<file path="config.mk">
export PLATFORM = sky130hd
export DESIGN_NAME = led_status_pattern_sequencer_flat
export DESIGN_NICKNAME = d
export VERILOG_FILES = /design/src/lsps_pkg.sv /design/src/lsps_if.sv /design/src/lsps_step.sv /design/src/led_status_pattern_sequencer.sv /design/src/flat_wrapper.sv
export SDC_FILE = /design/constraint.sdc
export NUM_CORES = 1
export LEC_CHECK = 0
export ABC_AREA = 1
export BUFFER_PORTS_ARGS = -buffer_cell sky130_fd_sc_hd__buf_2
export CAP_MARGIN = 10
export CORE_ASPECT_RATIO = 0.5
export CORE_MARGIN = 3
export CORE_UTILIZATION = 56
export DETAILED_ROUTE_END_ITERATION = 10
export GPL_TIMING_DRIVEN = 0
export HOLD_SLACK_MARGIN = 0.12
export PLACE_DENSITY = 0.8
export SKIP_CTS_REPAIR_TIMING = 1
export SYNTH_ARGS = -nofsm -noshare
export SYNTH_HDL_FRONTEND = slang
export SYNTH_SLANG_ARGS = --single-unit
</file>
<file path="constraint.sdc">
create_clock -name clk -period 4.4 [get_ports clk]
set_input_delay 0.44 -clock clk [delete_from_list [all_inputs] [get_ports clk]]
set_output_delay 0.44 -clock clk [all_outputs]
set_load 0.02 [all_outputs]
</file>
<file path="src/lsps_pkg.sv">
// ----------------------------------------------------------------------------
// lsps_pkg
// Types, codes and the status pattern table for the LED status sequencer.
// ----------------------------------------------------------------------------
package lsps_pkg;

    // Time arithmetic wraps at this width.
    localparam int TIME_WIDTH   = 32;
    // An active time equal to this value keeps the window open forever.
    localparam int FOREVER_TIME = 255;

    localparam int ACTIVE_W = 8;
    localparam int PERIOD_W = 5;

    typedef logic [TIME_WIDTH-1:0] time_t;

    // Status codes; a lower code has higher priority.
    localparam logic [3:0] ST_POWER_LOW   = 4'd0;
    localparam logic [3:0] ST_CHARGING    = 4'd1;
    localparam logic [3:0] ST_CHARGE_DONE = 4'd2;
    localparam logic [3:0] ST_XFER_ERROR  = 4'd3;
    localparam logic [3:0] ST_XFERRING    = 4'd4;
    localparam logic [3:0] ST_CONNECTED   = 4'd5;
    localparam logic [3:0] ST_DATA_FULL   = 4'd6;
    localparam logic [3:0] ST_BEGIN       = 4'd7;
    localparam logic [3:0] ST_END         = 4'd8;
    localparam logic [3:0] ST_IDLE        = 4'd9;

    // Commands.
    localparam logic CMD_REQUEST = 1'b0;
    localparam logic CMD_TICK    = 1'b1;

    // Flash modes.
    localparam logic [2:0] MODE_1HZ    = 3'd0;
    localparam logic [2:0] MODE_BREATH = 3'd1;
    localparam logic [2:0] MODE_FAST   = 3'd2;
    localparam logic [2:0] MODE_ON     = 3'd3;
    localparam logic [2:0] MODE_OFF    = 3'd4;

    // LED choice.
    localparam logic [1:0] SEL_RED   = 2'd0;
    localparam logic [1:0] SEL_GREEN = 2'd1;
    localparam logic [1:0] SEL_BOTH  = 2'd2;

    // Breathing selection.
    localparam logic [1:0] BREATH_STOP  = 2'd0;
    localparam logic [1:0] BREATH_RED   = 2'd1;
    localparam logic [1:0] BREATH_GREEN = 2'd2;

    typedef struct packed {
        logic        command;
        logic [3:0]  status_code;
        logic [31:0] now_seconds;
    } cmd_item_t;

    typedef struct packed {
        logic       request_taken;
        logic       red_on;
        logic       green_on;
        logic [1:0] breath_select;
    } res_item_t;

    typedef struct packed {
        logic [3:0] current_status;
        time_t      window_start;
        time_t      last_toggle_second;
        logic       alternate_phase;
        logic       red_lit;
        logic       green_lit;
        logic [1:0] breath_state;
    } state_t;

    typedef struct packed {
        logic [2:0]          mode;
        logic [ACTIVE_W-1:0] active;
        logic [1:0]          leds;
        logic [PERIOD_W-1:0] period;
    } pattern_t;

    // Fixed pattern for each status; unknown codes behave as idle.
    function automatic pattern_t pattern_lookup(input logic [3:0] code);
        pattern_t p;
        case (code)
            ST_POWER_LOW:   p = '{MODE_1HZ,    ACTIVE_W'(8'hff),         SEL_RED,   5'd0};
            ST_CHARGING:    p = '{MODE_BREATH, ACTIVE_W'(FOREVER_TIME),  SEL_GREEN, 5'd0};
            ST_CHARGE_DONE: p = '{MODE_ON,     ACTIVE_W'(FOREVER_TIME),  SEL_GREEN, 5'd0};
            ST_XFER_ERROR:  p = '{MODE_FAST,   ACTIVE_W'(5),             SEL_RED,   5'd0};
            ST_XFERRING:    p = '{MODE_FAST,   ACTIVE_W'(FOREVER_TIME),  SEL_GREEN, 5'd0};
            ST_CONNECTED:   p = '{MODE_ON,     ACTIVE_W'(5),             SEL_RED,   5'd0};
            ST_DATA_FULL:   p = '{MODE_1HZ,    ACTIVE_W'(10),            SEL_BOTH,  5'd30};
            ST_BEGIN:       p = '{MODE_1HZ,    ACTIVE_W'(10),            SEL_GREEN, 5'd0};
            ST_END:         p = '{MODE_1HZ,    ACTIVE_W'(10),            SEL_RED,   5'd0};
            default:        p = '{MODE_OFF,    ACTIVE_W'(0),             SEL_BOTH,  5'd0};
        endcase
        return p;
    endfunction

endpackage

</file>
<file path="src/lsps_if.sv">
// ----------------------------------------------------------------------------
// lsps_cmd_if / lsps_res_if
// Valid/ready channels for command items and result items.
// ----------------------------------------------------------------------------
interface lsps_cmd_if;
    logic                valid;
    logic                ready;
    lsps_pkg::cmd_item_t data;

    modport source (output valid, output data, input ready);
    modport sink   (input valid, input data, output ready);
endinterface

interface lsps_res_if;
    logic                valid;
    logic                ready;
    lsps_pkg::res_item_t data;

    modport source (output valid, output data, input ready);
    modport sink   (input valid, input data, output ready);
endinterface

</file>
<file path="src/lsps_step.sv">
// ----------------------------------------------------------------------------
// lsps_step
// Next-state and result logic for one command item.
// ----------------------------------------------------------------------------
module lsps_step (
    input  lsps_pkg::state_t    state,
    input  lsps_pkg::cmd_item_t item,
    output lsps_pkg::state_t    state_next,
    output lsps_pkg::res_item_t result
);
    import lsps_pkg::*;

    pattern_t pat;
    time_t    now_t;
    time_t    win_end;
    time_t    win_again;
    logic     win_open;
    logic     taken;
    logic     tog_red;
    logic     tog_green;
    logic     tog_phase;

    // Pattern of the current status and the window bounds.
    always_comb
    begin
        pat       = pattern_lookup(state.current_status);
        now_t     = TIME_WIDTH'(item.now_seconds);
        win_end   = state.window_start + TIME_WIDTH'(pat.active);
        win_again = state.window_start + TIME_WIDTH'(pat.period);
        win_open  = (pat.active == ACTIVE_W'(FOREVER_TIME)) || (now_t < win_end);
    end

    // LED values after one toggle step; with both LEDs selected they alternate by phase.
    always_comb
    begin
        tog_red   = state.red_lit;
        tog_green = state.green_lit;
        tog_phase = state.alternate_phase;
        case (pat.leds)
            SEL_RED:
            begin
                tog_green = 1'b0;
                tog_red   = ~state.red_lit;
            end
            SEL_GREEN:
            begin
                tog_red   = 1'b0;
                tog_green = ~state.green_lit;
            end
            default:
            begin
                tog_red   = ~state.alternate_phase;
                tog_green = state.alternate_phase;
                tog_phase = ~state.alternate_phase;
            end
        endcase
    end

    // Request arbitration and tick handling.
    always_comb
    begin
        state_next = state;
        taken      = 1'b0;
        if (item.command == CMD_REQUEST)
        begin
            if ((item.status_code < state.current_status) || (item.status_code == ST_IDLE))
            begin
                state_next.current_status = item.status_code;
                state_next.window_start   = now_t;
                taken                     = 1'b1;
            end
        end
        else if (win_open)
        begin
            case (pat.mode)
                MODE_1HZ:
                begin
                    state_next.breath_state = BREATH_STOP;
                    if (state.last_toggle_second != now_t)
                    begin
                        state_next.last_toggle_second = now_t;
                        state_next.red_lit            = tog_red;
                        state_next.green_lit          = tog_green;
                        state_next.alternate_phase    = tog_phase;
                    end
                end
                MODE_BREATH:
                begin
                    if (pat.leds == SEL_RED)
                    begin
                        state_next.breath_state = BREATH_RED;
                    end
                    else if (pat.leds == SEL_GREEN)
                    begin
                        state_next.breath_state = BREATH_GREEN;
                    end
                end
                MODE_FAST:
                begin
                    state_next.breath_state    = BREATH_STOP;
                    state_next.red_lit         = tog_red;
                    state_next.green_lit       = tog_green;
                    state_next.alternate_phase = tog_phase;
                end
                MODE_ON:
                begin
                    state_next.breath_state = BREATH_STOP;
                    state_next.red_lit      = (pat.leds != SEL_GREEN);
                    state_next.green_lit    = (pat.leds != SEL_RED);
                end
                default:
                begin
                    state_next.breath_state = BREATH_STOP;
                    state_next.red_lit      = 1'b0;
                    state_next.green_lit    = 1'b0;
                end
            endcase
        end
        else
        begin
            // Window closed: LEDs dark, restart once the period has passed.
            if (now_t > win_again)
            begin
                state_next.window_start = now_t;
            end
            state_next.breath_state = BREATH_STOP;
            state_next.red_lit      = 1'b0;
            state_next.green_lit    = 1'b0;
        end

        result.request_taken = taken;
        result.red_on        = state_next.red_lit;
        result.green_on      = state_next.green_lit;
        result.breath_select = state_next.breath_state;
    end

endmodule

</file>
<file path="src/led_status_pattern_sequencer.sv">
// ----------------------------------------------------------------------------
// led_status_pattern_sequencer
// Two-LED status indicator driven by status requests and refresh ticks.
// ----------------------------------------------------------------------------
// Usage:
//   cmd_ch carries requests: command 0 asks for a status (lower code wins,
//   idle is always taken), command 1 is a refresh tick that advances the
//   flash pattern at time now_seconds. Every request yields one result on
//   res_ch: whether a status request was taken, the two LED states and the
//   breathing selection.
//   A request is held in an input register, then the pattern logic updates
//   the state and loads the result register when that register is free
//   or draining. One request is taken every cycle while res_ch does not
//   stall; the state update is a single compare-and-select step.
//   When res_ch stalls, the result register holds and at most one further
//   request waits in the input register; cmd_ch.ready drops only then.
//   Reset puts the block in the idle status with both LEDs off, breathing
//   stopped and all time marks at zero.
// ----------------------------------------------------------------------------
module led_status_pattern_sequencer (
    input  logic       clk,
    input  logic       rst_n,
    lsps_cmd_if.sink   cmd_ch,
    lsps_res_if.source res_ch
);
    import lsps_pkg::*;

    logic      in_valid_reg;
    cmd_item_t in_item_reg;
    logic      res_valid_reg;
    res_item_t res_item_reg;
    state_t    state_reg;
    state_t    state_next;
    res_item_t res_next;
    logic      advance;

    // The compute stage moves when the result register is free or draining.
    assign advance      = !res_valid_reg || res_ch.ready;
    assign cmd_ch.ready = !in_valid_reg || advance;

    lsps_step u_step (
        .state      (state_reg),
        .item       (in_item_reg),
        .state_next (state_next),
        .result     (res_next)
    );

    // Input register.
    always_ff @(posedge clk or negedge rst_n)
    begin
        if (!rst_n)
        begin
            in_valid_reg <= 1'b0;
        end
        else if (cmd_ch.ready)
        begin
            in_valid_reg <= cmd_ch.valid;
        end
    end

    always_ff @(posedge clk)
    begin
        if (cmd_ch.ready && cmd_ch.valid)
        begin
            in_item_reg <= cmd_ch.data;
        end
    end

    // Sequencer state and result register.
    always_ff @(posedge clk or negedge rst_n)
    begin
        if (!rst_n)
        begin
            state_reg     <= '{ST_IDLE, '0, '0, 1'b0, 1'b0, 1'b0, BREATH_STOP};
            res_valid_reg <= 1'b0;
        end
        else if (advance)
        begin
            res_valid_reg <= in_valid_reg;
            if (in_valid_reg)
            begin
                state_reg <= state_next;
            end
        end
    end

    always_ff @(posedge clk)
    begin
        if (advance && in_valid_reg)
        begin
            res_item_reg <= res_next;
        end
    end

    assign res_ch.valid = res_valid_reg;
    assign res_ch.data  = res_item_reg;

    // The status never leaves the table range.
    a_status_range: assert property (@(posedge clk) disable iff (!rst_n)
        state_reg.current_status <= ST_IDLE)
        else $error("current status out of range");

    // The patterns never light both LEDs at once.
    a_leds_exclusive: assert property (@(posedge clk) disable iff (!rst_n)
        !(state_reg.red_lit && state_reg.green_lit))
        else $error("both LEDs lit");

    // A taken request restarts the window at its own time.
    a_taken_restart: assert property (@(posedge clk) disable iff (!rst_n)
        (advance && in_valid_reg && res_next.request_taken)
        |=> (state_reg.window_start == $past(TIME_WIDTH'(in_item_reg.now_seconds))))
        else $error("window not restarted on taken request");

    // A tick never reports a taken request.
    a_tick_not_taken: assert property (@(posedge clk) disable iff (!rst_n)
        (advance && in_valid_reg && (in_item_reg.command == CMD_TICK))
        |=> !res_item_reg.request_taken)
        else $error("tick reported as taken request");

endmodule
</file>
<file path="src/flat_wrapper.sv">
// flat-port wrapper written by rule: the top's interface ports become plain ports
module led_status_pattern_sequencer_flat import lsps_pkg::*;
  (clk, rst_n, cmd_ch_valid, cmd_ch_data, cmd_ch_ready, res_ch_valid, res_ch_data, res_ch_ready);
  lsps_cmd_if cmd_ch_i ();
  lsps_res_if res_ch_i ();
  input  logic clk;
  input  logic rst_n;
  input wire logic [$bits(cmd_ch_i.valid)-1:0] cmd_ch_valid;
  input wire logic [$bits(cmd_ch_i.data)-1:0] cmd_ch_data;
  output wire logic [$bits(cmd_ch_i.ready)-1:0] cmd_ch_ready;
  output wire logic [$bits(res_ch_i.valid)-1:0] res_ch_valid;
  output wire logic [$bits(res_ch_i.data)-1:0] res_ch_data;
  input wire logic [$bits(res_ch_i.ready)-1:0] res_ch_ready;
  assign cmd_ch_i.valid = cmd_ch_valid;
  assign cmd_ch_i.data = cmd_ch_data;
  assign cmd_ch_ready = cmd_ch_i.ready;
  assign res_ch_valid = res_ch_i.valid;
  assign res_ch_data = res_ch_i.data;
  assign res_ch_i.ready = res_ch_ready;
  led_status_pattern_sequencer u_core (.clk(clk), .rst_n(rst_n), .cmd_ch(cmd_ch_i), .res_ch(res_ch_i));
endmodule
</file>
# After elaboration in Yosys (flattened, before gate mapping)
# Memory sizes are Yosys's and may differ from the RTL's.
# Cells that the tools add are included.
[classes] addsub=2 magnitude_cmp=3 eq_ne=11 muxes=16 bitwise_logic=4 n_reduce_logical=19
[ops] op="$mux 32" n=4
[ops] op="$add 32x5->32" n=1
[ops] op="$add 32x8->32" n=1
[ops] op="$gt 32x32->1" n=1
[ops] op="$lt 32x32->1" n=1
[ops] op="$ne 32x32->1" n=1
[ops] op="$reduce_and 6->1" n=2
[ops] op="$eq 8x8->1 const B" n=1
[ops] op="$mux 4" n=2
[ops] op="$pmux 2 s4" n=1
[ops] op="$eq 3x2->1 const B" n=2
[ops] op="$mux 2" n=3
[ops] op="$ne 2x2->1 const B" n=3
[ops] op="$pmux 1 s2" n=3
[ops] op="$reduce_bool 2->1" n=3
[ops] op="$reduce_and 5->1" n=1
[ops] op="$eq 4x4->1 const B" n=1
[ops] op="$logic_or 1x1->1" n=4
[ops] op="$lt 4x4->1" n=1
[ops] op="$not 1->1" n=4
[ops] op="$reduce_and 4->1" n=1
[ops] op="$eq 3x1->1 const B" n=1
[ops] op="$logic_not 3->1" n=1
[ops] op="$mux 3" n=1
[ops] op="other kinds (8)" n=11
[word_totals] register_bits=117 mem_bits_ro=272 in_bits=41 mem_count=1
[memory_table] name="(name not given)" words=16 word_bits=17 read_ports=1 rd_ports_with_merged_regs=0 wr=0 line="lsps_pkg.sv:83" rtl="case (code)"

# Depth between registers and ports, before layout
# An unclocked memory read counts as a cell.
[depth] depth_word=8 mapped_depth=32 ltp_nobuf=31

# Modules after synthesis
# A second synthesis with hierarchy kept.
[unflattened] hier_cells=1320 area_unflattened_um2=9499.1
[modules_own_cells] mod="lsps_step" n_inst=1 cells_each=951 area_per_inst_um2=5237.5 seq_area_each_um2=0.0
[modules_own_cells] mod="led_status_pattern_sequencer" n_inst=1 cells_each=369 area_per_inst_um2=4261.6 seq_area_each_um2=3140.5

# Worst setup path after synthesis
# No wires, ideal clock.
[synth_path] kind="register -> register" startpoint="reg u_core.state_reg[69] (netlist name)" endpoint="reg u_core.res_item_reg (netlist bit u_core.res_ch.data[0]) (data pin)" setup_ns=0.267 arrival_ns=3.873 t_required_ns=4.133 path_slack_ns=0.260 stages_incl_launch_ff=26 n_path_buf=1 synth_period_minus_slack_ns=4.140 path_cell_list="dfstp_2 -> inv_1 -> ha_1 -> a21oi_2 -> a21oi_1 -> ha_1 -> nand2_1 -> nor2_1 -> a21oi_1 -> inv_2 -> a21oi_2 -> nor2_1 -> nand2_1 -> nor2_1 -> xnor2_1 -> ha_1 -> nand2_1 -> nor2_1 -> nand2_1 -> nor4b_1 -> nand2_1 -> nand2_1 -> nand2_4 -> nand2_4 -> buf_2 -> o22ai_1"
[synth_rtl] element="from (decl)" line="led_status_pattern_sequencer.sv:32" rtl="state_t state_reg;"
[synth_rtl] element="from (signal assigned)" line="led_status_pattern_sequencer.sv:74" rtl="state_reg <= '{ST_IDLE, '0, '0, 1'b0, 1'b0, 1'b0, BREATH_STOP};"
[synth_rtl] element="from (signal assigned)" line="led_status_pattern_sequencer.sv:82" rtl="state_reg <= state_next;"
[synth_rtl] element="to (signal assigned)" line="led_status_pattern_sequencer.sv:91" rtl="res_item_reg <= res_next;"
[synth_rtl] element="to (decl)" line="led_status_pattern_sequencer.sv:31" rtl="res_item_t res_item_reg;"

# Final worst setup path
[layout_path] startpoint="reg u_core.state_reg[69] (netlist name)" endpoint="reg u_core.state_reg[22] (netlist name)"
[layout_between] elab_chain_cells=5 word_cells_on_any_way=7 cone_classes="add/sub: 1; order compare: 1; eq/ne: 1; reduce/logical: 3; memory: 1"
[layout_rtl] element="$mem_v2 16x17 *"
[layout_rtl] element="$add 32x8->32" line="lsps_step.sv:28" rtl="win_end = state.window_start + TIME_WIDTH'(pat.active);"
[layout_rtl] element="$lt 32x32->1" line="lsps_step.sv:30" rtl="win_open = (pat.active == ACTIVE_W'(FOREVER_TIME)) || (now_t < win_end);"
[layout_rtl] element="$logic_or 1x1->1" line="lsps_step.sv:30"
[layout_rtl] element="$reduce_and 6->1 (no line) *"
# Mark *: on every way between the ends. The rest lies on a longest branch, timed or not.
# A chain may end at the register's enable or synchronous reset.

==> impl_results.md <==
* Number of synthesized register bits at 117
* Clock Path Buffers at 2
* Synthesized instance count at 990
* RSZ-0062 raised after global routing: yes
* Max reg flops at 73
* CP Capture Type: register
* Hold WS at 186.0 ps
* Slew Limit Headroom at 38.82%
* Starting Density at 59.28%
* Number of routed nets with antenna violations at 0
* Max stage delay cell, worst path: dfstp_2
* Post-DP HPWL at 14.43 mm
* Worst-path maximum fanout at 5
* Worst-path clk slew at 60 ps
* Gr ovfl total at 0
* N_diodes at 0
* Via density at 5.611
* DRC violations left at 0
* Rows at 30
* Leakage at 4.870 nW
* Slew Viols, Final at 0
* Hold Path Class: in2reg
* Slowest stage delay, CP at 590 ps
* Endpoints failing hold at 0
* Layout cells sized above 1 at 28.48%
* Max Freq at 218.0 MHz
* Outcome: finished, violations left
* PnR worst setup slack at -186.1 ps
* Failing checks: negative setup slack
* Final wirelength at 22.15 mm
* I/O pins at 48
* Largest net degree at the start of global routing at 60
* Ys async rst share at 64.10%
* Core ar. at 14000 um2
* Global Route Usage Sum at 24.83%
* WL/cell at 16.97 um
* CP dominant cell by count: nand2_2
* CTS tree: built
* Total die area at 16410 um2
* Mapped Nets at 1117
* Vias in the first global route at 6742
* CTS Buf Count at 17
* Clock period minus worst slack at 4586 ps
* Initial antenna violation count at 0
* Post-synth EDFFs at 42
* Num Clock Sinks at 117
* Endpoints failing setup at 68
* Pwr per Cell Area at 726.7 nW/um2
* Port Buffer Count at 47
* Top FF cell, synth: dfrtp_1
* Worst setup SP type: register
* Vias after detailed routing at 7323
* Initial DRC Count at 697
* Power, Total at 0.007582 W
* Synth cell types at 43
* Synth warn at 0
* Post-Synthesis Cell Area at 8299 um2
* Worst skew pair latency at 430 ps
* Buf/Inv on CP at 5
* Mean Syn Cell Area at 8.383 um2
* Routability cong. at 0.9475
* CP Class: reg2reg
* Maxcap violations at 0
* Final Skew at 10.10 ps
* Pre-antenna DRT Iters at 5
* CP Data Required Time at 4750 ps
* Arrival @ worst endpoint at 4940 ps
* Final #Nets at 1227
* Area grow syn2layout at 25.72%
* Clock root buffer: clkbuf_16
* First-pass GRT wire length at 32.44 mm
* Die X at 178.2 um
* Worst slew pin tran at 916.4 ps
* Top Family by Delay on Critical Path: simple AND/OR/NAND/NOR gates
* Seq/Total Area, Yosys at 37.84%
* Post-layout util at 74.52%
* Die H at 92.08 um
* # H-tree levels at 4
* Max VDD drop at 365.9 uV
* Period utilisation layout at 104.2%
[cells in the mapped netlist (9+ instances only)]
cell type    n  share of area (%)
nand2_1    263                 12
inv_1      102                4.6
ha_1        84                 13
dfrtp_1     73                 22
nor2_1      61                2.8
nand3_1     57                3.4
xor2_1      47                5.0
a21oi_1     44                2.7
edfxtp_1    42                 15
nand2_2     32                2.4
o21ai_2     32                3.4
xnor2_1     32                3.4
nor3_1      14               0.84
inv_2       13               0.59
nand4_1     11               0.83
o21ai_0     11               0.66
buf_6        9                1.2
[path summary, 6_finish.rpt]
check / startpoint / cells after the start / slack, ps / end
setup / recovery: u_core.state_reg[69] / 28 / -190 / u_core.state_reg[22]
hold / removal: cmd_ch_data[27] / 1 / 190 / u_core.in_item_reg[27]
setup reg to reg: u_core.state_reg[69] / 28 / -190 / u_core.state_reg[22]
hold reg to reg: u_core.state_reg[26] / 2 / 510 / u_core.state_reg[26]
max in group asynchronous: rst_n / 3 / 3380 / u_core.state_reg[25]
min in group asynchronous: rst_n / 2 / 430 / u_core.state_reg[11]
[cell usage in the layout (no fill, tap or decap), drive strengths merged]
| cell type | netlist | final |
|---|---|---|
| dlygate4sd3 | 0 | 1 |
| o41ai | 1 | 1 |
| nor4b | 1 | 1 |
| a41oi | 1 | 1 |
| nor4 | 7 | 7 |
| bufinv | 0 | 3 |
| nor2 | 68 | 68 |
| ha | 84 | 84 |
| o21ai | 49 | 49 |
| dfrtp | 73 | 73 |
| xnor2 | 32 | 32 |
| nand3 | 60 | 61 |
| o21a | 1 | 1 |
| inv | 115 | 118 |
| a21boi | 1 | 1 |
| clkinv | 1 | 7 |
| edfxtp | 42 | 42 |
| o211ai | 5 | 5 |
| o22ai | 5 | 5 |
| clkbuf | 1 | 23 |
| buf | 15 | 99 |
| a31oi | 1 | 1 |
| clkinvlp | 0 | 3 |
| and2 | 2 | 2 |
| dfstp | 2 | 2 |
| nor3 | 15 | 15 |
| or2 | 1 | 1 |
| fa | 2 | 2 |
| a21oi | 47 | 47 |
| xor2 | 47 | 47 |
| nand3b | 2 | 2 |
| nand4 | 11 | 11 |
| nand2 | 298 | 298 |
[worst register-to-register path, delay by kind of cell (launching register included)]
| family | cells | cell delay [ps] |
|---|---|---|
| buffers and inverters | 5 | 690 |
| AND/OR/NAND/NOR | 16 | 1980 |
| flip-flops | 1 | 590 |
| XOR/XNOR | 1 | 150 |
| adder cells (fa/ha/maj) | 3 | 720 |
| AO/OA/AOI/OAI | 3 | 410 |
[cells by family after synthesis]
kind of cell	after synthesis	share of synthesized area, %
simple gates	465	25.04
buf+inv	132	6.875
flops	117	37.84
compound gates	111	8.760
fa+ha+maj	86	13.15
xor+xnor	79	8.337
[area by class of cell]
cell class,instances,area [um2]
multi-input cells,742,5136
fillers,907,3567
flip-flops and latches,117,3142
repair buffers,90,668.1
inverters,116,440.4
clock buffers,17,425.4
well taps,192,240.2
plain buffers,16,202.7
clock inverters,15,178.9
[power by group]
group | internal, W | switching [W]
logic | 0.00180 | 0.00241
clock network | 0.000893 | 0.000558
registers | 0.00149 | 0.000438
total | 0.00418 | 0.00340
[metrics by stage]
stage	worst slack [ps]	cell area [um2]	TNS [ps]	std cells
after floorplan	259.9	8299	0	990
after global placement	-758.6	8775	-43570	1229
after detailed placement	-783.3	8805	-45200	1230
final	-186.1	10430	-8194	1305
after CTS	-811.3	9409	-47840	1262
after global routing	-382.9	10430	-21300	1305
[routing by layer]
metal | share of wire [%] | GRT usage, %
met5 | 0 | 0
met3 | 7.7 | 6.782
met4 | 2.4 | 6.266
met2 | 47 | 39.59
met1 | 43 | 33.54
No activity file was read; power rests on OpenSTA's default activity.
